--- config.mk ---
export PLATFORM = sky130hd
export DESIGN_NAME = msp_log_cell
export DESIGN_NICKNAME = d
export VERILOG_FILES = /design/src/design/msp_pkg.sv /design/src/design/msp_log_cell.sv
export SDC_FILE = /design/constraint.sdc
export NUM_CORES = 2
export LEC_CHECK = 0
export BUFFER_PORTS_ARGS = -buffer_cell sky130_fd_sc_hd__buf_4
export CAP_MARGIN = 20
export CORE_UTILIZATION = 30
export CTS_CLUSTER_SIZE = 40
export DETAILED_ROUTE_END_ITERATION = 10
export PLACE_DENSITY = 0.41
export SLEW_MARGIN = 10
export SYNTH_ARGS = -nofsm -noshare
export SYNTH_HDL_FRONTEND = slang
export SYNTH_SLANG_ARGS = --single-unit
--- constraint.sdc ---
create_clock -name aclk -period 17.6 [get_ports aclk]
set_input_delay 0 -clock aclk [delete_from_list [all_inputs] [get_ports aclk]]
set_output_delay 0 -clock aclk [all_outputs]
set_load 0.01 [all_outputs]
--- src/design/msp_pkg.sv ---
package msp_pkg;

    localparam int WIDTH_DEF    = 1920;
    localparam int HEIGHT_DEF   = 1080;
    localparam int MAX_ITER_DEF = 16;

    localparam int Q_W      = 36;
    localparam int FRAC_W   = 24;
    localparam int SUM_W    = 38;
    localparam int COORD_W  = 12;
    localparam int MAG_W    = 13;
    localparam int COUNT_W  = 11;
    localparam int FRAME_W  = 10;
    localparam int GREY_W   = 8;
    localparam int QUO_W    = 37;

    localparam int LOG_STEPS = 16;
    localparam int MANT_W    = 31;
    localparam int LFRAC_W   = 16;
    localparam int EXP_W     = 6;
    localparam int SH_W      = 6;

    localparam int MAP_SCALE = 100;
    localparam int MAP_DEN   = 85;

    localparam logic signed [Q_W-1:0] Q_MAX = {1'b0, {(Q_W-1){1'b1}}};
    localparam logic signed [Q_W-1:0] Q_MIN = {1'b1, {(Q_W-1){1'b0}}};
    localparam logic signed [Q_W-1:0] ONE_Q = Q_W'(1) <<< FRAC_W;

    // grey mapping: d = c - 2.5 (Q16); grey = floor(d*1275/32768/11)
    localparam int C_BIAS  = 163840;
    localparam int D_SAT   = 72090;
    localparam int T_MUL   = 1275;
    localparam int R_MUL   = 5957;
    localparam int R_DIV   = 11;
    localparam logic [GREY_W-1:0] GREY_MAX = '1;

    typedef struct packed {
        logic [COORD_W-1:0] pixel_x;
        logic [COORD_W-1:0] pixel_y;
    } pix_in_t;

    typedef struct packed {
        logic [COORD_W-1:0] out_x;
        logic [COORD_W-1:0] out_y;
        logic [COUNT_W-1:0] iteration_count;
        logic               escaped;
        logic [GREY_W-1:0]  intensity;
    } pix_out_t;

    typedef struct packed {
        logic               valid;
        logic [MANT_W-1:0]  mant;
        logic [LFRAC_W-1:0] frac;
        logic [EXP_W-1:0]   expo;
    } log_t;

    typedef enum logic [3:0] {
        ST_IDLE, ST_MAP, ST_DIVS, ST_DIV, ST_MUL1, ST_MUL2, ST_STEP,
        ST_CHK, ST_NRM, ST_LOG, ST_G1, ST_G2, ST_G3, ST_OUT
    } state_t;

    function automatic logic signed [Q_W-1:0] sat_q(input logic signed [SUM_W-1:0] v);
        logic signed [SUM_W-1:0] hi;
        logic signed [SUM_W-1:0] lo;
        hi = SUM_W'(Q_MAX);
        lo = SUM_W'(Q_MIN);
        if (v > hi) return Q_MAX;
        if (v < lo) return Q_MIN;
        return v[Q_W-1:0];
    endfunction

    // apply sign to an unsigned quotient, saturating to the Q range
    function automatic logic signed [Q_W-1:0] sign_sat(input logic neg, input logic over,
                                                       input logic [QUO_W-1:0] q);
        logic [Q_W-1:0] m;
        m = q[Q_W-1:0];
        if (!neg) begin
            if (over || q > QUO_W'(Q_MAX)) return Q_MAX;
            return $signed(m);
        end
        if (over || q > (QUO_W'(1) << (Q_W-1))) return Q_MIN;
        return $signed(Q_W'(0) - m);
    endfunction

endpackage

--- src/design/msp_log_cell.sv ---
module msp_log_cell (
    input  logic                 aclk,
    input  logic                 aresetn,
    input  msp_pkg::log_t        cell_in,
    output msp_pkg::log_t        cell_out
);

    localparam int MW = msp_pkg::MANT_W;

    logic [2*MW-1:0] sq;
    logic [MW:0]     sq_top;
    msp_pkg::log_t   cell_reg, cell_next;

    // square the mantissa in [1,2); renormalize and emit one fraction bit
    assign sq     = cell_in.mant * cell_in.mant;
    assign sq_top = sq[2*MW-1:MW-1];

    always_comb begin
        cell_next       = cell_in;
        cell_next.mant  = sq_top[MW] ? sq_top[MW:1] : sq_top[MW-1:0];
        cell_next.frac  = {cell_in.frac[msp_pkg::LFRAC_W-2:0], sq_top[MW]};
    end

    always_ff @(posedge aclk) begin
        if (!aresetn) begin
            cell_reg <= '0;
        end else begin
            cell_reg <= cell_next;
        end
    end

    assign cell_out = cell_reg;

endmodule

==> impl_results.md <==
- Status: finished clean
- EDFF count, synth: 0
- Largest net degree at the start of global routing: 36
- DRC errors left: 0
- Hold Path Class: in -> reg
- Hold-fix buffers at CTS: 22
- Commonest non-fill, non-tap cells in the layout: 915 x inv_1, 747 x fa_1, 303 x nand2_1, 269 x ha_1, 211 x and2_1
- Crit Path Class: in -> reg
- Final wirelength: between 80000 and 90000 µm
- Core Region: around 94000 µm²
- Filler instances: slightly below 10k
- GRT Residual Overflow: 0
- Share of cells above drive strength 1: between 4 and 5%
- HP Start: aresetn
- CTS tree: yes
- Clock transition at the registers of the reported paths: ~0.07 ns
- Crit end category: flop
- Crit path from: cell_in[37]
- Max-Cap Viols: 0
- Wire per inst: between 15 and 20 µm
- Hold path depth: 2
- RSZ-0062 raised after global routing: no
- # H-tree levels: 2
- Final setup fails: 0
- Post-CTS setup buffer count: 0
- DRT iter0 DRCs: around 850
- CTS buffer count: 5
- Clk buf depth: 2
- Critical Path AT: ~8.7 ns
- Syn. warnings: 0
- Mean Syn Cell Area: roughly 9.4 µm²
- Clk sinks: 54
- Vias per Instance: roughly 4.5
- Hold Path End: cell_out[43]$_SDFF_PN0_
- Setup TNS: 0 ns
- Top FF cell, synth: dfxtp_1
- Most common cell after layout, fill and taps aside: inv_1
- Post-Synthesis Cell Area: 28700 µm²
- Cells after synthesis: a little over 3k
- Fraction of registers with async set/reset: 0%
- Resized cells post-CTS: 0
- Initial Utilization: 30.5%
- Die Span X: 311 µm
- Largest register FFs: 54
- Hpwl dp: 64400 µm
- Post-layout min period: 8.47 ns
- Worst-Margin Slew: 0.786 ns
- Fin crit share: 48.1%
- CTS root buf: clkbuf_16
- CP max FO: 25
- Syn Nets: between 4k and 5k
- Final RePlAce weighted congestion: 0.874
- Register area share after synthesis: under 10%
- Via count: about 20k
- Drt pass-1 iters: 5
- Die ar.: 96800 µm²
- Max-slew violations: 0
- IO Port Bufs: approximately 110
- Die height: 311 µm
- Layout net count: around 4.2k
- Top Ports: 110
- Final Hold Vio Count: 0
- Initial antenna violation count: 1
- Required time of the critical path: ~18 ns
- Global-route wire length before repair: 129000 µm
- Top achievable clock speed: about 120 MHz
- Worst setup SP type: input port
- Rel. slew slack: 47.5%
- Vias in the first global route: between 20k and 25k
- Synth unique cells: 63
- Post-route ant nets: 0
- Flops & latches, synth: 54
- Rows: around 110
- Gr usage total: between 15 and 20%
- Area Overhead vs Synth: 8.03%
==> cells in the mapped netlist, types with 3 or more instances <==
cell type	number	area, µm²
inv_1	915	3430
fa_1	747	15000
nand2_1	303	1140
ha_1	269	3370
and2_1	211	1320
clkbuf_1	104	390
nor2_1	86	323
a21oi_1	69	345
dfxtp_1	54	1080
o21ai_0	29	145
xnor2_1	29	254
a21o_1	28	210
mux2i_1	27	270
xor2_1	24	210
nand3_1	16	80.1
nand4_1	13	81.3
o21a_1	13	97.6
nor2b_1	10	62.6
buf_2	9	45.0
a31oi_1	7	43.8
a31o_2	6	52.6
nor3_1	6	30.0
o21bai_1	6	45.0
a211oi_1	5	37.5
and3_1	5	31.3
o211ai_1	5	37.5
nand2b_1	4	25.0
or2_2	4	25.0
a211o_1	3	26.3
a41o_1	3	30.0
buf_1	3	11.3
buf_4	3	22.5
o211a_1	3	30.0
o21ai_1	3	15.0
o31ai_1	3	22.5
or3_1	3	18.8
==> worst max-delay path by stage <==
stage / slack (ns) / endpoint
CTS: 9.04 / cell_out[50]$_SDFF_PN0_
detailed placement: 8.82 / cell_out[50]$_SDFF_PN0_
finish: 9.13 / cell_out[44]$_SDFF_PN0_
floorplan: 10.32 / cell_out[31]$_SDFF_PN0_
global placement: 8.85 / cell_out[50]$_SDFF_PN0_
global route: 8.64 / cell_out[44]$_SDFF_PN0_
==> cell type report <==
type | instances | area [µm²] | share of cell area, %
multi-input combinational | 1973 | 23700 | 76.4
inverter | 916 | 3440 | 11.1
tap | 1254 | 1570 | 5.07
sequential | 54 | 1080 | 3.49
timing repair buffer | 131 | 1040 | 3.35
clock buffer | 5 | 125 | 0.404
clock inverter | 3 | 47.5 | 0.154
antenna | 1 | 2.50 | 0.00808
==> layer usage <==
| layer | vias to the layer above | track usage (%) | routed length (µm) | part of all wire, % |
|---|---|---|---|---|
| met5 | - | 0 | 0 | 0 |
| met4 | 0 | 2.60 | 1350 | 1.7 |
| met3 | 64 | 1.87 | 3500 | 4.4 |
| met2 | 346 | 30.7 | 41000 | 51 |
| met1 | 10100 | 22.6 | 34200 | 43 |
| li1 | 8898 | - | - | - |
==> cell families after synthesis <==
family | count (synthesis) | synth area share, %
flops | 54 | 3.77
xor+xnor | 53 | 1.62
fa+ha+maj | 1016 | 63.9
compound gates | 203 | 4.66
mux | 29 | 1.02
simple gates | 672 | 11.3
buf+inv | 1036 | 13.7
==> worst max-delay path: stages <==
cell	delay (ns)
buf_4	0.39
clkinv_1	0.55
nor2_1	0.38
fa_1	0.49
fa_1	0.57
inv_1	0.06
fa_1	0.45
fa_1	0.55
inv_1	0.06
fa_1	0.44
fa_1	0.50
fa_1	0.56
fa_1	0.46
ha_1	0.49
nand2_1	0.09
o21ai_0	0.39
nor4b_2	0.39
o211ai_2	0.21
a211o_1	0.36
nand3_1	0.12
nand3_1	0.39
or3_1	0.51
a21oi_1	0.21
==> per-stage QoR <==
stage                     hold slack [ns]  setup WS [ns]  cell area (µm²)  instances  util [%]
final                              0.0752           9.13            31000       4337      32.9
after global routing               0.0808           8.64            31000       4336      32.9
after CTS                          0.0674           9.04            31000       4336      32.9
after detailed placement            0.212           8.82            30600       4306      32.5
after global placement              0.208           8.85            30600       4306      32.5
after floorplan                     0.112          10.32            28700       3063         -
Power is left out: the tool's default activity adds up to more than one toggle a clock period on the data nets, which glitch-free logic cannot reach.
