<file path="config.mk">
export PLATFORM = sky130hd
export DESIGN_NAME = msp_qmul
export DESIGN_NICKNAME = d
export VERILOG_FILES = /design/src/design/msp_pkg.sv /design/src/design/msp_qmul.sv
export SDC_FILE = /design/constraint.sdc
export NUM_CORES = 2
export LEC_CHECK = 0
export BUFFER_PORTS_ARGS = -buffer_cell sky130_fd_sc_hd__buf_2
export CORE_MARGIN = 1
export CORE_UTILIZATION = 60
export CTS_BUF_LIST = sky130_fd_sc_hd__clkbuf_8
export DETAILED_ROUTE_END_ITERATION = 6
export PLACE_DENSITY = 0.77
export SLEW_MARGIN = 10
export SYNTH_ARGS = -nofsm -noshare
export SYNTH_HDL_FRONTEND = slang
export SYNTH_SLANG_ARGS = --single-unit
export TNS_END_PERCENT = 10
</file>
<file path="constraint.sdc">
create_clock -name aclk -period 13.3 [get_ports aclk]
set_clock_uncertainty 0.05 [all_clocks]
set_input_delay 2.66 -clock aclk [delete_from_list [all_inputs] [get_ports aclk]]
set_output_delay 2.66 -clock aclk [all_outputs]
set_load 0.05 [all_outputs]
</file>
<file path="src/design/msp_pkg.sv">
package msp_pkg;

    localparam int WIDTH_DEF    = 1920;
    localparam int HEIGHT_DEF   = 1080;
    localparam int MAX_ITER_DEF = 16;

    localparam int Q_W      = 36;
    localparam int FRAC_W   = 24;
    localparam int SUM_W    = 38;
    localparam int COORD_W  = 12;
    localparam int MAG_W    = 13;
    localparam int COUNT_W  = 11;
    localparam int FRAME_W  = 10;
    localparam int GREY_W   = 8;
    localparam int QUO_W    = 37;

    localparam int LOG_STEPS = 16;
    localparam int MANT_W    = 31;
    localparam int LFRAC_W   = 16;
    localparam int EXP_W     = 6;
    localparam int SH_W      = 6;

    localparam int MAP_SCALE = 100;
    localparam int MAP_DEN   = 85;

    localparam logic signed [Q_W-1:0] Q_MAX = {1'b0, {(Q_W-1){1'b1}}};
    localparam logic signed [Q_W-1:0] Q_MIN = {1'b1, {(Q_W-1){1'b0}}};
    localparam logic signed [Q_W-1:0] ONE_Q = Q_W'(1) <<< FRAC_W;

    // grey mapping: d = c - 2.5 (Q16); grey = floor(d*1275/32768/11)
    localparam int C_BIAS  = 163840;
    localparam int D_SAT   = 72090;
    localparam int T_MUL   = 1275;
    localparam int R_MUL   = 5957;
    localparam int R_DIV   = 11;
    localparam logic [GREY_W-1:0] GREY_MAX = '1;

    typedef struct packed {
        logic [COORD_W-1:0] pixel_x;
        logic [COORD_W-1:0] pixel_y;
    } pix_in_t;

    typedef struct packed {
        logic [COORD_W-1:0] out_x;
        logic [COORD_W-1:0] out_y;
        logic [COUNT_W-1:0] iteration_count;
        logic               escaped;
        logic [GREY_W-1:0]  intensity;
    } pix_out_t;

    typedef struct packed {
        logic               valid;
        logic [MANT_W-1:0]  mant;
        logic [LFRAC_W-1:0] frac;
        logic [EXP_W-1:0]   expo;
    } log_t;

    typedef enum logic [3:0] {
        ST_IDLE, ST_MAP, ST_DIVS, ST_DIV, ST_MUL1, ST_MUL2, ST_STEP,
        ST_CHK, ST_NRM, ST_LOG, ST_G1, ST_G2, ST_G3, ST_OUT
    } state_t;

    function automatic logic signed [Q_W-1:0] sat_q(input logic signed [SUM_W-1:0] v);
        logic signed [SUM_W-1:0] hi;
        logic signed [SUM_W-1:0] lo;
        hi = SUM_W'(Q_MAX);
        lo = SUM_W'(Q_MIN);
        if (v > hi) return Q_MAX;
        if (v < lo) return Q_MIN;
        return v[Q_W-1:0];
    endfunction

    // apply sign to an unsigned quotient, saturating to the Q range
    function automatic logic signed [Q_W-1:0] sign_sat(input logic neg, input logic over,
                                                       input logic [QUO_W-1:0] q);
        logic [Q_W-1:0] m;
        m = q[Q_W-1:0];
        if (!neg) begin
            if (over || q > QUO_W'(Q_MAX)) return Q_MAX;
            return $signed(m);
        end
        if (over || q > (QUO_W'(1) << (Q_W-1))) return Q_MIN;
        return $signed(Q_W'(0) - m);
    endfunction

endpackage

</file>
<file path="src/design/msp_qmul.sv">
module msp_qmul (
    input  logic                            aclk,
    input  logic signed [msp_pkg::Q_W-1:0]  a,
    input  logic signed [msp_pkg::Q_W-1:0]  b,
    output logic signed [msp_pkg::Q_W-1:0]  p
);

    localparam int QW = msp_pkg::Q_W;
    localparam int HW = QW / 2;

    logic [QW-1:0]   ua;
    logic [QW-1:0]   ub;
    logic [QW-1:0]   hh_reg, hl_reg, lh_reg, ll_reg;
    logic            neg_reg;
    logic [2*QW-1:0] full;
    logic [2*QW-msp_pkg::FRAC_W-1:0] mag;
    logic signed [QW-1:0] p_next;
    logic signed [QW-1:0] p_reg;

    assign ua = a[QW-1] ? QW'(0) - QW'(a) : QW'(a);
    assign ub = b[QW-1] ? QW'(0) - QW'(b) : QW'(b);

    always_ff @(posedge aclk) begin
        hh_reg  <= ua[QW-1:HW] * ub[QW-1:HW];
        hl_reg  <= ua[QW-1:HW] * ub[HW-1:0];
        lh_reg  <= ua[HW-1:0] * ub[QW-1:HW];
        ll_reg  <= ua[HW-1:0] * ub[HW-1:0];
        neg_reg <= a[QW-1] ^ b[QW-1];
    end

    assign full = {hh_reg, {QW{1'b0}}}
                + ((2*QW)'(hl_reg) << HW) + ((2*QW)'(lh_reg) << HW)
                + (2*QW)'(ll_reg);
    assign mag = full[2*QW-1:msp_pkg::FRAC_W];

    always_comb begin
        if (!neg_reg) begin
            p_next = (mag > $bits(mag)'(msp_pkg::Q_MAX)) ? msp_pkg::Q_MAX
                                                         : $signed(mag[QW-1:0]);
        end else if (mag > ($bits(mag)'(1) << (QW-1))) begin
            p_next = msp_pkg::Q_MIN;
        end else begin
            p_next = $signed(QW'(0) - mag[QW-1:0]);
        end
    end

    always_ff @(posedge aclk) begin
        p_reg <= p_next;
    end

    assign p = p_reg;

endmodule

</file>
==> results.cfg <==
[sta]
max_freq_mhz = 83.4
final_max_slew_viol_count = 0
slew_headroom = 0.0375
setup_viol = 0
layout_worst_path_cycle_share = 0.901
fin_setup_tns_ps = 0
timing.final.hold_violations = 0
grt_setup_unrepaired = no
post-route-min-period_ps = 11990
tightest_slew_ps = 1410

[global_route]
grt_use_total = 0.374
first_global_vias = 43626
grt_antenna_before_repair = 14
grt_pass1_wl_mm = 240
grt_overflow = 0
grt_start_max_net_pins = 62

[detailed_routing]
drcViolationCount = 0
vias_per_cell = 5.83
via_count = 41132
drt_iter0_drc = 3377
route.detailed.wl_per_inst_um = 21.8
first_pass_iters = 6
drt_wl_total_mm = 154
postRouteAntennaNets = 0

[setup_path]
rr_endpoint = p[2]
cpMaxStageDelayCell = sky130_fd_sc_hd__or4_1
timing.critical_path.required_ps = 13770
critPathLaunchType = input pin
reg2reg_depth = 19
slowest_delay_ps = 580
timing.rr.start = hl_reg[2]
critical_path.most_common_cell = sky130_fd_sc_hd__fa_1
timing.reg2reg.setup_slack_ps = 6890
cp.arrival_ps = 12450
critPathKind = input pin to flop
critPathCaptureType = flop
worst-path-max-fanout = 6

[floorplan]
die_area_um2 = 84800
start_util = 0.609
io-pin-count = 109
die_w_um = 291
core.rowCount = 105
die-height_um = 291
area_of_the_placeable_core_um2 = 82400

[outcome]
status = completed

[run]
cap_viol_max_count = 0

[layout]
final_area_um2 = 53200
final.fill_count = 6806
final-instance-count-excl-fill = 7056
syn_to_final_growth_pct = 6.09
post_route_cells_drive_above_1_share = 0.0647
nets = 7572

[hold_path]
min_path_cells = 4
min_path_type = flop to flop
hold_path_end = p[32]
hold_path_startpoint = hh_reg[20]

[clock_tree]
ctsHtreeMaxLevel = 4
cts_resized = 0
cts_setup_buffers = 0
number_of_buffers_created_by_cts = 17
ctsLongestPathBuffers = 2
cts.clk_slew.worst_paths_ps = 120
buffer_type_at_the_clock_tree_root = sky130_fd_sc_hd__clkbuf_8
clk-insertion-delay-late_ps = 590
cts_num_sinks = 163
clock_tree_from_tritoncts = yes
number_of_buffers_added_to_fix_hold_violations_after_cts = 0

[synth]
ys_top_cells_by_area = sky130_fd_sc_hd__fa_1 (42%), sky130_fd_sc_hd__ha_1 (12%), sky130_fd_sc_hd__inv_1 (9.7%)
synth-async-reset-ratio = 0
synth_warnings = 0
yosys.cell_count.top_type = sky130_fd_sc_hd__inv_1
synthDominantAreaCellType = sky130_fd_sc_hd__fa_1
ys_dominant_reg_cell = sky130_fd_sc_hd__dfxtp_1
syn_avg_cell_area_um2 = 8.46
fraction_of_the_yosys_area_taken_by_sequential_cells = 0.0651
mappedNetlistNets = 7539
edff_count_synth = 0
post_synth_instance_area_um2 = 50200
synth_common_cells = sky130_fd_sc_hd__inv_1 (1299), sky130_fd_sc_hd__fa_1 (1057), sky130_fd_sc_hd__nand2_1 (936), sky130_fd_sc_hd__nor2_1 (582), sky130_fd_sc_hd__ha_1 (477)
synth_seq_cells = 163
syn-instance-count = 5932
synth_cell_types = 81
synth_top_area_share = 0.422

[placement]
dp_hpwl_mm = 125
globalplace.congestion = 1.01
placed_area_um2 = 52800
placedCellCount = 7016
numPortBuffers = 108
==> worst max-delay path: cells and delay by family <==
family / cells / cell delay, ps
adders and majority gates: 7 / 3510
AOI/OAI and AO/OA: 10 / 2730
and+or+nand+nor: 9 / 2520
xor gates and xnor gates: 2 / 670
buffers and inverters: 5 / 360
==> cell type report <==
type	count	area [um2]	area share
Multi-Input combinational cell	4222	41600	0.781
Inverter	1300	4880	0.0917
Sequential cell	163	3260	0.0613
Timing Repair Buffer	261	1690	0.0317
Tap cell	1070	1340	0.0252
Clock buffer	17	234	0.00440
Clock inverter	15	204	0.00383
Antenna cell	8	20.0	0.000376
==> metrics by stage <==
step	hold WS [ps]	worst slack (ps)	utilization
2_1_floorplan	628	1610	-
3_3_place_gp	700	798	0.641
3_5_place_dp	714	741	0.641
4_1_cts	747	1340	0.646
5_1_grt	838	855	0.646
6_report	777	1310	0.646
==> layer usage <==
| layer | track usage | vias to the layer above | wire (um) |
|---|---|---|---|
| li1 | - | 18016 | - |
| met1 | 0.453 | 20009 | 55500 |
| met2 | 0.570 | 2446 | 66300 |
| met3 | 0.136 | 645 | 20800 |
| met4 | 0.229 | 16 | 11300 |
| met5 | 0 | - | 102 |
==> cell families (layout without fill, tap and decap cells) <==
family	after synthesis	after routing	synth area share
adders and majority gates	1534	1534	0.541
xor gates and xnor gates	267	267	0.0468
AOI/OAI and AO/OA	538	538	0.0718
and+or+nand+nor	1863	1863	0.156
other	0	8	0
DFF	163	163	0.0651
buffers and inverters	1547	1593	0.116
muxes	20	20	0.00409
==> placed cells by master, fill, tap and decap left out, drive strengths merged, types with 32 or more instances in the layout <==
| cell | netlist | layout |
|---|---|---|
| nand3 | 54 | 54 |
| ha | 477 | 477 |
| xor2 | 101 | 101 |
| a21o | 69 | 69 |
| fa | 1057 | 1057 |
| inv | 1299 | 1306 |
| o21a | 32 | 32 |
| nor2 | 582 | 582 |
| nor3 | 61 | 61 |
| a21oi | 142 | 142 |
| xnor2 | 166 | 166 |
| dfxtp | 163 | 163 |
| buf | 9 | 261 |
| a211oi | 32 | 32 |
| nand2 | 936 | 936 |
| o21ai | 89 | 89 |
| and2 | 42 | 42 |
==> how the worst max path moves through the flow <==
stage	slack, ps	from	to	cells after the start
2_1_floorplan	1610	b[7]	lh_reg[33]	34
3_3_place_gp	800	b[7]	lh_reg[33]	34
3_5_place_dp	740	b[7]	lh_reg[33]	34
4_1_cts	1340	b[7]	lh_reg[33]	34
5_1_grt	850	b[7]	lh_reg[34]	36
6_report	1310	b[7]	lh_reg[34]	33
Power is left out: the tool's default activity adds up to more than one toggle a clock period on the data nets, which glitch-free logic cannot reach.
