File: config.mk
export PLATFORM = sky130hd
export DESIGN_NAME = msp_div
export DESIGN_NICKNAME = d
export VERILOG_FILES = /design/src/design/msp_pkg.sv /design/src/design/msp_div.sv
export SDC_FILE = /design/constraint.sdc
export NUM_CORES = 1
export LEC_CHECK = 0
export BUFFER_PORTS_ARGS = -buffer_cell sky130_fd_sc_hd__buf_2
export CAP_MARGIN = 0
export CORE_UTILIZATION = 30
export DETAILED_ROUTE_END_ITERATION = 7
export PLACE_DENSITY = 0.46
export SYNTH_ARGS = -nofsm -noshare
export SYNTH_HDL_FRONTEND = slang
export SYNTH_SLANG_ARGS = --single-unit
File: constraint.sdc
create_clock -name aclk -period 4.71 [get_ports aclk]
set_input_delay 1.413 -clock aclk [delete_from_list [all_inputs] [get_ports aclk]]
set_output_delay 1.413 -clock aclk [all_outputs]
set_load 0.05 [all_outputs]
File: src/design/msp_pkg.sv
package msp_pkg;

    localparam int WIDTH_DEF    = 1920;
    localparam int HEIGHT_DEF   = 1080;
    localparam int MAX_ITER_DEF = 16;

    localparam int Q_W      = 36;
    localparam int FRAC_W   = 24;
    localparam int SUM_W    = 38;
    localparam int COORD_W  = 12;
    localparam int MAG_W    = 13;
    localparam int COUNT_W  = 11;
    localparam int FRAME_W  = 10;
    localparam int GREY_W   = 8;
    localparam int QUO_W    = 37;

    localparam int LOG_STEPS = 16;
    localparam int MANT_W    = 31;
    localparam int LFRAC_W   = 16;
    localparam int EXP_W     = 6;
    localparam int SH_W      = 6;

    localparam int MAP_SCALE = 100;
    localparam int MAP_DEN   = 85;

    localparam logic signed [Q_W-1:0] Q_MAX = {1'b0, {(Q_W-1){1'b1}}};
    localparam logic signed [Q_W-1:0] Q_MIN = {1'b1, {(Q_W-1){1'b0}}};
    localparam logic signed [Q_W-1:0] ONE_Q = Q_W'(1) <<< FRAC_W;

    // grey mapping: d = c - 2.5 (Q16); grey = floor(d*1275/32768/11)
    localparam int C_BIAS  = 163840;
    localparam int D_SAT   = 72090;
    localparam int T_MUL   = 1275;
    localparam int R_MUL   = 5957;
    localparam int R_DIV   = 11;
    localparam logic [GREY_W-1:0] GREY_MAX = '1;

    typedef struct packed {
        logic [COORD_W-1:0] pixel_x;
        logic [COORD_W-1:0] pixel_y;
    } pix_in_t;

    typedef struct packed {
        logic [COORD_W-1:0] out_x;
        logic [COORD_W-1:0] out_y;
        logic [COUNT_W-1:0] iteration_count;
        logic               escaped;
        logic [GREY_W-1:0]  intensity;
    } pix_out_t;

    typedef struct packed {
        logic               valid;
        logic [MANT_W-1:0]  mant;
        logic [LFRAC_W-1:0] frac;
        logic [EXP_W-1:0]   expo;
    } log_t;

    typedef enum logic [3:0] {
        ST_IDLE, ST_MAP, ST_DIVS, ST_DIV, ST_MUL1, ST_MUL2, ST_STEP,
        ST_CHK, ST_NRM, ST_LOG, ST_G1, ST_G2, ST_G3, ST_OUT
    } state_t;

    function automatic logic signed [Q_W-1:0] sat_q(input logic signed [SUM_W-1:0] v);
        logic signed [SUM_W-1:0] hi;
        logic signed [SUM_W-1:0] lo;
        hi = SUM_W'(Q_MAX);
        lo = SUM_W'(Q_MIN);
        if (v > hi) return Q_MAX;
        if (v < lo) return Q_MIN;
        return v[Q_W-1:0];
    endfunction

    // apply sign to an unsigned quotient, saturating to the Q range
    function automatic logic signed [Q_W-1:0] sign_sat(input logic neg, input logic over,
                                                       input logic [QUO_W-1:0] q);
        logic [Q_W-1:0] m;
        m = q[Q_W-1:0];
        if (!neg) begin
            if (over || q > QUO_W'(Q_MAX)) return Q_MAX;
            return $signed(m);
        end
        if (over || q > (QUO_W'(1) << (Q_W-1))) return Q_MIN;
        return $signed(Q_W'(0) - m);
    endfunction

endpackage

File: src/design/msp_div.sv
module msp_div #(
    parameter int          NUM_W = 64,
    parameter logic [63:0] DEN   = 64'd1
) (
    input  logic                        aclk,
    input  logic                        aresetn,
    input  logic                        start,
    input  logic [NUM_W-1:0]            num,
    output logic                        done,
    output logic                        over,
    output logic [msp_pkg::QUO_W-1:0]   quo
);

    localparam int QW   = msp_pkg::QUO_W;
    localparam int CH   = 32;
    localparam int SH   = NUM_W + $clog2(DEN);
    localparam int RW   = NUM_W + 2;
    localparam int NA   = (NUM_W + CH - 1) / CH;
    localparam int NB   = (RW + CH - 1) / CH;
    localparam int AW   = CH * (NA + NB) + QW;
    localparam int IA_W = $clog2(NA + 1);
    localparam int IB_W = $clog2(NB + 1);
    // ceil(2^SH / DEN): exact floor division for every NUM_W-bit numerator
    localparam logic [127:0] RECIP = ((128'd1 << SH) + 128'(DEN) - 128'd1) / 128'(DEN);

    logic [CH*NA-1:0] num_reg, num_next;
    logic [CH*NB-1:0] rcp;
    logic [AW-1:0]    acc_reg, acc_next;
    logic [IA_W-1:0]  ia_reg, ia_next;
    logic [IB_W-1:0]  ib_reg, ib_next;
    logic             busy_reg, busy_next;
    logic             done_reg, done_next;
    logic [CH-1:0]    a_part;
    logic [CH-1:0]    b_part;
    logic [2*CH-1:0]  pp;
    logic [AW-1:0]    quot;

    assign rcp    = (CH*NB)'(RECIP);
    assign a_part = num_reg[ia_reg*CH +: CH];
    assign b_part = rcp[ib_reg*CH +: CH];
    assign pp     = (2*CH)'(a_part) * (2*CH)'(b_part);
    assign quot   = acc_reg >> SH;

    always_comb begin
        num_next  = num_reg;
        acc_next  = acc_reg;
        ia_next   = ia_reg;
        ib_next   = ib_reg;
        busy_next = busy_reg;
        done_next = done_reg;
        if (start) begin
            num_next  = (CH*NA)'(num);
            acc_next  = '0;
            ia_next   = '0;
            ib_next   = '0;
            busy_next = 1'b1;
            done_next = 1'b0;
        end else if (busy_reg) begin
            // one 32x32 partial product per cycle
            acc_next = acc_reg + (AW'(pp) << (CH * (32'(ia_reg) + 32'(ib_reg))));
            if (ib_reg == IB_W'(NB - 1)) begin
                ib_next = '0;
                if (ia_reg == IA_W'(NA - 1)) begin
                    busy_next = 1'b0;
                    done_next = 1'b1;
                end else begin
                    ia_next = ia_reg + IA_W'(1);
                end
            end else begin
                ib_next = ib_reg + IB_W'(1);
            end
        end
    end

    always_ff @(posedge aclk) begin
        if (!aresetn) begin
            busy_reg <= 1'b0;
            done_reg <= 1'b0;
        end else begin
            busy_reg <= busy_next;
            done_reg <= done_next;
        end
    end

    always_ff @(posedge aclk) begin
        num_reg <= num_next;
        acc_reg <= acc_next;
        ia_reg  <= ia_next;
        ib_reg  <= ib_next;
    end

    assign done = done_reg;
    assign over = |quot[AW-1:QW];
    assign quo  = quot[QW-1:0];

endmodule

==> results of run 1 <==
metal layers:
layer / track usage / share of wire
met5: 0 / 0.00037
met4: 0.0937 / 0.036
met3: 0.0467 / 0.074
met2: 0.436 / 0.44
met1: 0.376 / 0.45
Yosys cell counts, types with 5 or more instances:
| cell | n |
|---|---|
| a211oi_1 | 20 |
| a21boi_0 | 16 |
| a21o_1 | 89 |
| a21oi_1 | 354 |
| a221o_1 | 7 |
| a221oi_1 | 14 |
| a31oi_1 | 19 |
| a41oi_1 | 5 |
| and2_1 | 5 |
| and3_1 | 7 |
| and4_1 | 13 |
| buf_1 | 9 |
| buf_2 | 13 |
| buf_4 | 37 |
| clkbuf_1 | 149 |
| dfxtp_1 | 203 |
| edfxtp_1 | 64 |
| ha_1 | 198 |
| inv_1 | 71 |
| mux2_2 | 32 |
| mux2i_1 | 97 |
| nand2_1 | 333 |
| nand2b_1 | 14 |
| nand3_1 | 27 |
| nand4_1 | 111 |
| nor2_1 | 529 |
| nor2b_1 | 10 |
| nor3_1 | 50 |
| nor4_1 | 47 |
| o211ai_1 | 6 |
| o21a_1 | 26 |
| o21ai_0 | 247 |
| o21ai_1 | 16 |
| o21bai_1 | 64 |
| o221ai_1 | 6 |
| o31ai_1 | 23 |
| o41ai_1 | 5 |
| or2_2 | 12 |
| or3_1 | 11 |
| xnor2_1 | 128 |
| xor2_1 | 62 |
final cells by class:
| cell class | count | share of cell area |
|---|---|---|
| well taps | 1050 | 0.0352 |
| diodes | 2 | 0.000134 |
| clock inverters | 24 | 0.00878 |
| repair buffers | 1211 | 0.256 |
| flip-flops and latches | 267 | 0.161 |
| inverters | 71 | 0.00721 |
| multi-input cells | 2678 | 0.506 |
| clock buffers | 46 | 0.0268 |
final timing paths:
| kind | from | to | slack (ns) |
|---|---|---|---|
| worst max-delay path | ia_reg[0]$_SDFFE_PP0P_ | acc_reg[177]$_SDFFE_PP0P_ | -0.53 |
| worst min-delay path | acc_reg[19]$_SDFFE_PP0P_ | acc_reg[19]$_SDFFE_PP0P_ | 0.47 |
| worst max register to register | ia_reg[0]$_SDFFE_PP0P_ | acc_reg[177]$_SDFFE_PP0P_ | -0.53 |
| worst min register to register | acc_reg[19]$_SDFFE_PP0P_ | acc_reg[19]$_SDFFE_PP0P_ | 0.47 |
where the power goes:
| group | switching, uW | internal, uW |
|---|---|---|
| Combinational | 298 | 224 |
| Clock | 1260 | 1870 |
| Sequential | 32.2 | 2400 |
kinds of logic (layout without fill, tap and decap cells):
group | Yosys count | in the layout | share of synthesized area
DFF | 267 | 267 | 0.250
and+or+nand+nor | 1183 | 1183 | 0.217
muxes | 129 | 129 | 0.0556
adders and majority gates | 200 | 200 | 0.105
buffers and inverters | 279 | 1352 | 0.0502
other | 0 | 2 | 0
AOI/OAI and AO/OA | 976 | 976 | 0.252
xor gates and xnor gates | 190 | 190 | 0.0695
worst max-delay path: cells and delay by family (launching register included):
family	cells	cell delay (ns)
flip-flops	1	0.33
buffers and inverters	4	0.62
adder cells (fa/ha/maj)	3	0.87
AO/OA/AOI/OAI	10	2.35
AND/OR/NAND/NOR	6	0.93
repair_timing:
item / 4_1_cts / 5_1_grt
setup buffers: 53 / 30
hold buffers: 0 / 0
gates cloned: 4 / 0
endpoints found under the setup margin: 136 / 140
gates resized for setup: 371 / 156
pin swaps: 91 / 102
stage by stage:
step | power, uW | setup TNS, ns
5_1_grt | 6270 | -39.89
2_1_floorplan | 2670 | 0
3_5_place_dp | 2920 | -71.56
6_report | 6080 | -21.70
4_1_cts | 6140 | -22.73
3_3_place_gp | 2920 | -67.15
==> summary.txt, run 1 <==
Pre-antenna DRT Iters: 5
PwrDens: 163 nW/um^2
routability cong.: 0.962
DR WL/cell: 21.5 um
Synth Cell Area: 23,900 um^2
LEAKAGE: 0.0165 uW
fin crit share: 1.11
ranking of synthesized cells by area: dfxtp_1, ha_1, nor2_1
Port Buffers: 105
worst hold path cell count: 2
post-layout minimum cycle time: 5.24 ns
clock buffer depth: 3
Worst VDD drop: 0.403 mV
Yosys reg bits: 267
register area share after synthesis: 0.250
crit path max fanout: 5
final core utilization: 0.472
Cell Area, Placed: 33,000 um^2
non-filler cells, final: 5,349
Yosys Warn Count: 0
share of the synthesized area in the top cell type: 0.170
Slowest cell on crit path: fa_2
share of layout cells above drive strength 1: 0.385
drt via density: 5.24
crit path capture type: flip-flop
Rows: 103
leading area contributor after synthesis: dfxtp_1
Num CTS Buffers: 38
Die H: 284 um
hpwl dp: 90,100 um
max reg flops: 197
CP required: 5.19 ns
most frequent cells in the layout: buf_4, nor2_1, nand2_1, a21oi_1, dfxtp_1
area occupied by multi-input gates: 18,900 um^2
max-cap viol count: 0
most common cell after layout, fill and taps aside: buf_4
Final Max Slew Viols: 0
clock-pin transition on the worst setup and hold timing paths: 0.06 ns
placed cell count: 5,200
RSZ-0062 raised after global routing: true
Nets: 4,534
htree depth: 2
Fillers: 7,896
Final setup viols: 91
status: complete, but fails checks
total die area: 80,900 um^2
Layout area overhead: 56.0%
cell mode on critical path: buf_4
fmax: 0.191 GHz
most used flip-flop cell after synthesis: dfxtp_1
vias: 28,036
Die X-Extent: 284 um
clk sinks: 267
final hold vios: 0
CP Class: reg2reg
first-pass GRT wire length: 169,000 um
Placeable Area: 79,000 um^2
asr flop ratio synth: 0
Post-Route WL: 115,000 um
WP data arrival: 5.71 ns
cell count after synthesis: 3,224
Setup Skew: 0.0324 ns
vias in the first global route: 27,521
crit-path cells: ha_4, fa_2, buf_6, buf_4, or2_4, nor2_4, ha_1, a211oi_2, nor2_1, o31a_1, buf_4, a221oi_4, o21bai_4, a211oi_4, o21bai_4, a32oi_1, buf_4, nand2_4, a31o_4, a31oi_4, nor2_1, or3_1, a32o_1
Place WS: -1.53 ns
clock root buffer: clkbuf_16
CTS tree: yes
failing checks: setup timing
sequential cell area: 5990 um^2
Slew @ Worst Pin: 1.06 ns
Worst path max stage delay: 0.45 ns
Netlist cell types: 84
Hold Path Class: reg2reg
setup ws final: -0.528 ns
Mean Syn Cell Area: 7.42 um^2
crit path launch type: flip-flop
Worst-Skew Late Latency: 0.60 ns
I/O pin cnt: 106
EDFF count, synth: 64
largest net degree at the start of global routing: 85
Slew HR: 0.285
hold slack: 0.470 ns
initial detailed-routing violation count: 2,242
Syn Nets: 3,491
gr usage total: 0.276
Initial Util: 0.303
Residual DRC: 0
initial antenna violation count: 6
grt ovf: 0
Final ANT Viol Nets: 0
Final Instance Area: 37,300 um^2
r2r worst-path depth: 23
(Power assumes the default switching activity.)
==> inputs of run 2 (changes only) <==
--- a/config.mk
+++ b/config.mk
@@ -9,7 +9,7 @@
 export CAP_MARGIN = 0
 export CORE_UTILIZATION = 30
 export DETAILED_ROUTE_END_ITERATION = 7
-export PLACE_DENSITY = 0.46
+export PLACE_DENSITY = 0.53
 export SYNTH_ARGS = -nofsm -noshare
 export SYNTH_HDL_FRONTEND = slang
 export SYNTH_SLANG_ARGS = --single-unit
==> run 2 against run 1 <==
Net effect:
- the run still ends with setup timing left
- sequential share of layout area is 0.76 points lower
- sequential cell count unchanged
- maximum frequency is 1.3% lower
- hold slack lost 0.0024 ns
- sequential power is essentially flat
- routed wire length fell by 0.33%
- setup slack worse by 0.070 ns
- cell area grew 5.0%
- die area is the same
- first-iteration DRC count up 13%
- via count up 3.1%
- critical path type unchanged
- highest routed layer unchanged
==> summary.txt, run 2 (synthesized netlist as in run 1, its figures left out) <==
Cell Area, Placed: 32,900 um^2 (-0.39%)
routability cong.: 1.04 (+7.8%)
Placeable Area: 79,000 um^2 (unchanged)
failing checks: setup timing
Power Total: 6120 uW (+0.57%)
Seq pwr share: 0.397 (-0.003)
hpwl dp: 87,000 um (-3.5%)
max reg flops: 197 (unchanged)
LEAKAGE: 0.0170 uW (+3.2%)
status: complete, but fails checks
placed cell count: 5,186 (-0.27%)
Setup Skew: 0.0432 ns (+0.0108 ns)
Layout area overhead: 63.8%
hold_sp: acc_reg[192]$_SDFFE_PP0P_
drt via density: 5.35 (+2.1%)
fmax: 0.188 GHz (-1.3%)
Sw Share: 0.264 (+0.00303)
r2r worst-path depth: 25 (+8.7%)
Rows: 103 (unchanged)
Nets: 4,587 (+1.2%)
I/O pin cnt: 106 (unchanged)
vias in the first global route: 27,859 (+1.2%)
combinational power share: 0.094 (+0.008)
Die H: 284 um (unchanged)
max-cap viol count: 0 (unchanged)
Slew HR: 0.282 (-0.00336)
fin crit share: 1.13 (+0.0149)
Hold Path Sink: acc_reg[192]$_SDFFE_PP0P_
non-filler cells, final: 5,401 (+0.97%)
PwrDens: 156 nW/um^2 (-4.2%)
DR WL/cell: 21.2 um (-1.3%)
post-layout minimum cycle time: 5.31 ns (+0.0701 ns)
Fillers: 7,491 (-5.1%)
htree depth: 2 (unchanged)
initial detailed-routing violation count: 2,526 (+13%)
register-to-register setup slack: -0.60 ns (-0.07 ns)
gr usage total: 0.267 (-0.00841)
clock-pin transition on the worst setup and hold timing paths: 0.06 ns (about the same)
global route hottest layer: met2
Port Buffers: 105 (unchanged)
clk sinks: 267 (unchanged)
Cell Int Power: 4500 uW (+0.16%)
Slew @ Worst Pin: 1.07 ns (+0.00822 ns)
clock group share of total power: 0.509 (-0.005)
Post-Route WL: 114,000 um (-0.33%)
initial antenna violation count: 4 (-2)
crit path launch type: flip-flop
largest net degree at the start of global routing: 143 (+68%)
NetSw: 1620 uW (+1.7%)
GR Layer Usage met3: 0.0512 (+0.00449)
CP required: 5.15 ns (-0.04 ns)
met1 Usage GRT: 0.360 (-0.0163)
share of layout cells above drive strength 1: 0.431 (+0.0452)
worst hold path cell count: 2 (unchanged)
Die X-Extent: 284 um (unchanged)
Hold Path Class: reg2reg
RSZ-0062 raised after global routing: true
setup TNS: -23.10 ns (-1.40 ns)
most common cell after layout, fill and taps aside: buf_4
CTS tree: yes
WP data arrival: 5.75 ns (+0.04 ns)
Final setup viols: 94 (+3.3%)
final hold vios: 0 (unchanged)
CP Class: reg2reg
clock buffer depth: 3 (unchanged)
first-pass GRT wire length: 166,000 um (-1.8%)
vias: 28,914 (+3.1%)
Worst-Skew Late Latency: 0.61 ns (about the same)
Residual DRC: 0 (unchanged)
crit path capture type: flip-flop
total die area: 80,900 um^2 (unchanged)
FF-to-FF Start: ia_reg[0]$_SDFFE_PP0P_
global-route track usage on met2: 0.412 (-0.0237)
Num CTS Buffers: 37 (-2.6%)
r2r endpoint: acc_reg[191]$_SDFFE_PP0P_
clock root buffer: clkbuf_16
Final Max Slew Viols: 0 (unchanged)
grt ovf: 0 (unchanged)
Place WS: -1.05 ns (+0.475 ns)
setup ws final: -0.598 ns (-0.0701 ns)
Final ANT Viol Nets: 0 (unchanged)
Worst VDD drop: 0.341 mV (-15%)
Final Instance Area: 39,200 um^2 (+5.0%)
Post-CTS Hold Buffers: 0 (unchanged)
most frequent cells in the layout: buf_4, nor2_1, nand2_1, a21oi_1, dfxtp_1
Pre-antenna DRT Iters: 7 (+2)
Initial Util: 0.303 (unchanged)
crit path max fanout: 6 (+1)
-- run 2: worst max-delay path, stage by stage, from the launching register on --
cell,delay (ns)
dfxtp_2,0.36
ha_4,0.14
fa_2,0.49
or3_4,0.43
buf_12,0.18
buf_6,0.12
buf_8,0.12
nor2_4,0.10
ha_4,0.14
buf_6,0.10
nand4_1,0.21
buf_4,0.22
o31ai_4,0.26
buf_6,0.16
buf_6,0.10
nor2b_4,0.04
o21ai_4,0.16
a21oi_2,0.09
o31a_1,0.36
o41ai_4,0.33
a21o_1,0.28
a31oi_1,0.13
buf_4,0.18
o311ai_4,0.22
xnor2_1,0.14
o21ai_1,0.07
-- run 2: worst max path at each step --
stage / from / to / slack, ns / depth (start not counted)
final: ia_reg[0]$_SDFFE_PP0P_ / acc_reg[191]$_SDFFE_PP0P_ / -0.60 / 25
after global routing: ia_reg[0]$_SDFFE_PP0P_ / acc_reg[191]$_SDFFE_PP0P_ / -0.69 / 25
after CTS: ia_reg[0]$_SDFFE_PP0P_ / acc_reg[167]$_SDFFE_PP0P_ / -0.45 / 23
after detailed placement: ia_reg[0]$_SDFFE_PP0P_ / acc_reg[187]$_SDFFE_PP0P_ / -1.05 / 23
after global placement: ia_reg[0]$_SDFFE_PP0P_ / acc_reg[187]$_SDFFE_PP0P_ / -1.10 / 23
after floorplan: ib_reg[0]$_SDFFE_PP0P_ / acc_reg[196]$_SDFFE_PP0P_ / 0.0007 / 23
-- run 2: metrics by stage --
step           hold WS, ns  utilization
6_report             0.468        0.496
5_1_grt              0.493        0.496
4_1_cts              0.474        0.461
3_5_place_dp         0.459        0.417
3_3_place_gp         0.449        0.417
2_1_floorplan        0.432            -
-- run 2: timing repair --
item / CTS / global route
pin swaps: 122 / 226
resized for setup: 385 / 494
buffers inserted: 70 / 99
endpoints found under the setup margin: 133 / 136
cloned: 5 / 2
-- run 2: layout make-up --
type	count	area, um^2	share of cell area
timing repair buffer	1263	10200	0.260
antenna	3	7.51	0.000192
inverter	71	267	0.00680
tap	1050	1310	0.0335
sequential	267	5990	0.153
clock inverter	16	303	0.00773
clock buffer	51	1040	0.0265
multi-input combinational	2680	20100	0.512
-- run 2: layer usage --
layer	wire [um]	part of all wire	vias to the layer above
li1	-	-	13815
met1	49500	0.43	13654
met2	49300	0.43	1172
met3	9830	0.086	271
met4	5880	0.051	2
met5	12	0.00010	-
-- run 2: power by group through the flow --
stage,Sequential [uW],Clock [uW],Combinational (uW)
after floorplan,2460,0,207
after global placement,2480,0,442
after detailed placement,2480,0,441
after CTS,2430,3180,508
after global routing,2430,3250,595
final,2430,3120,573
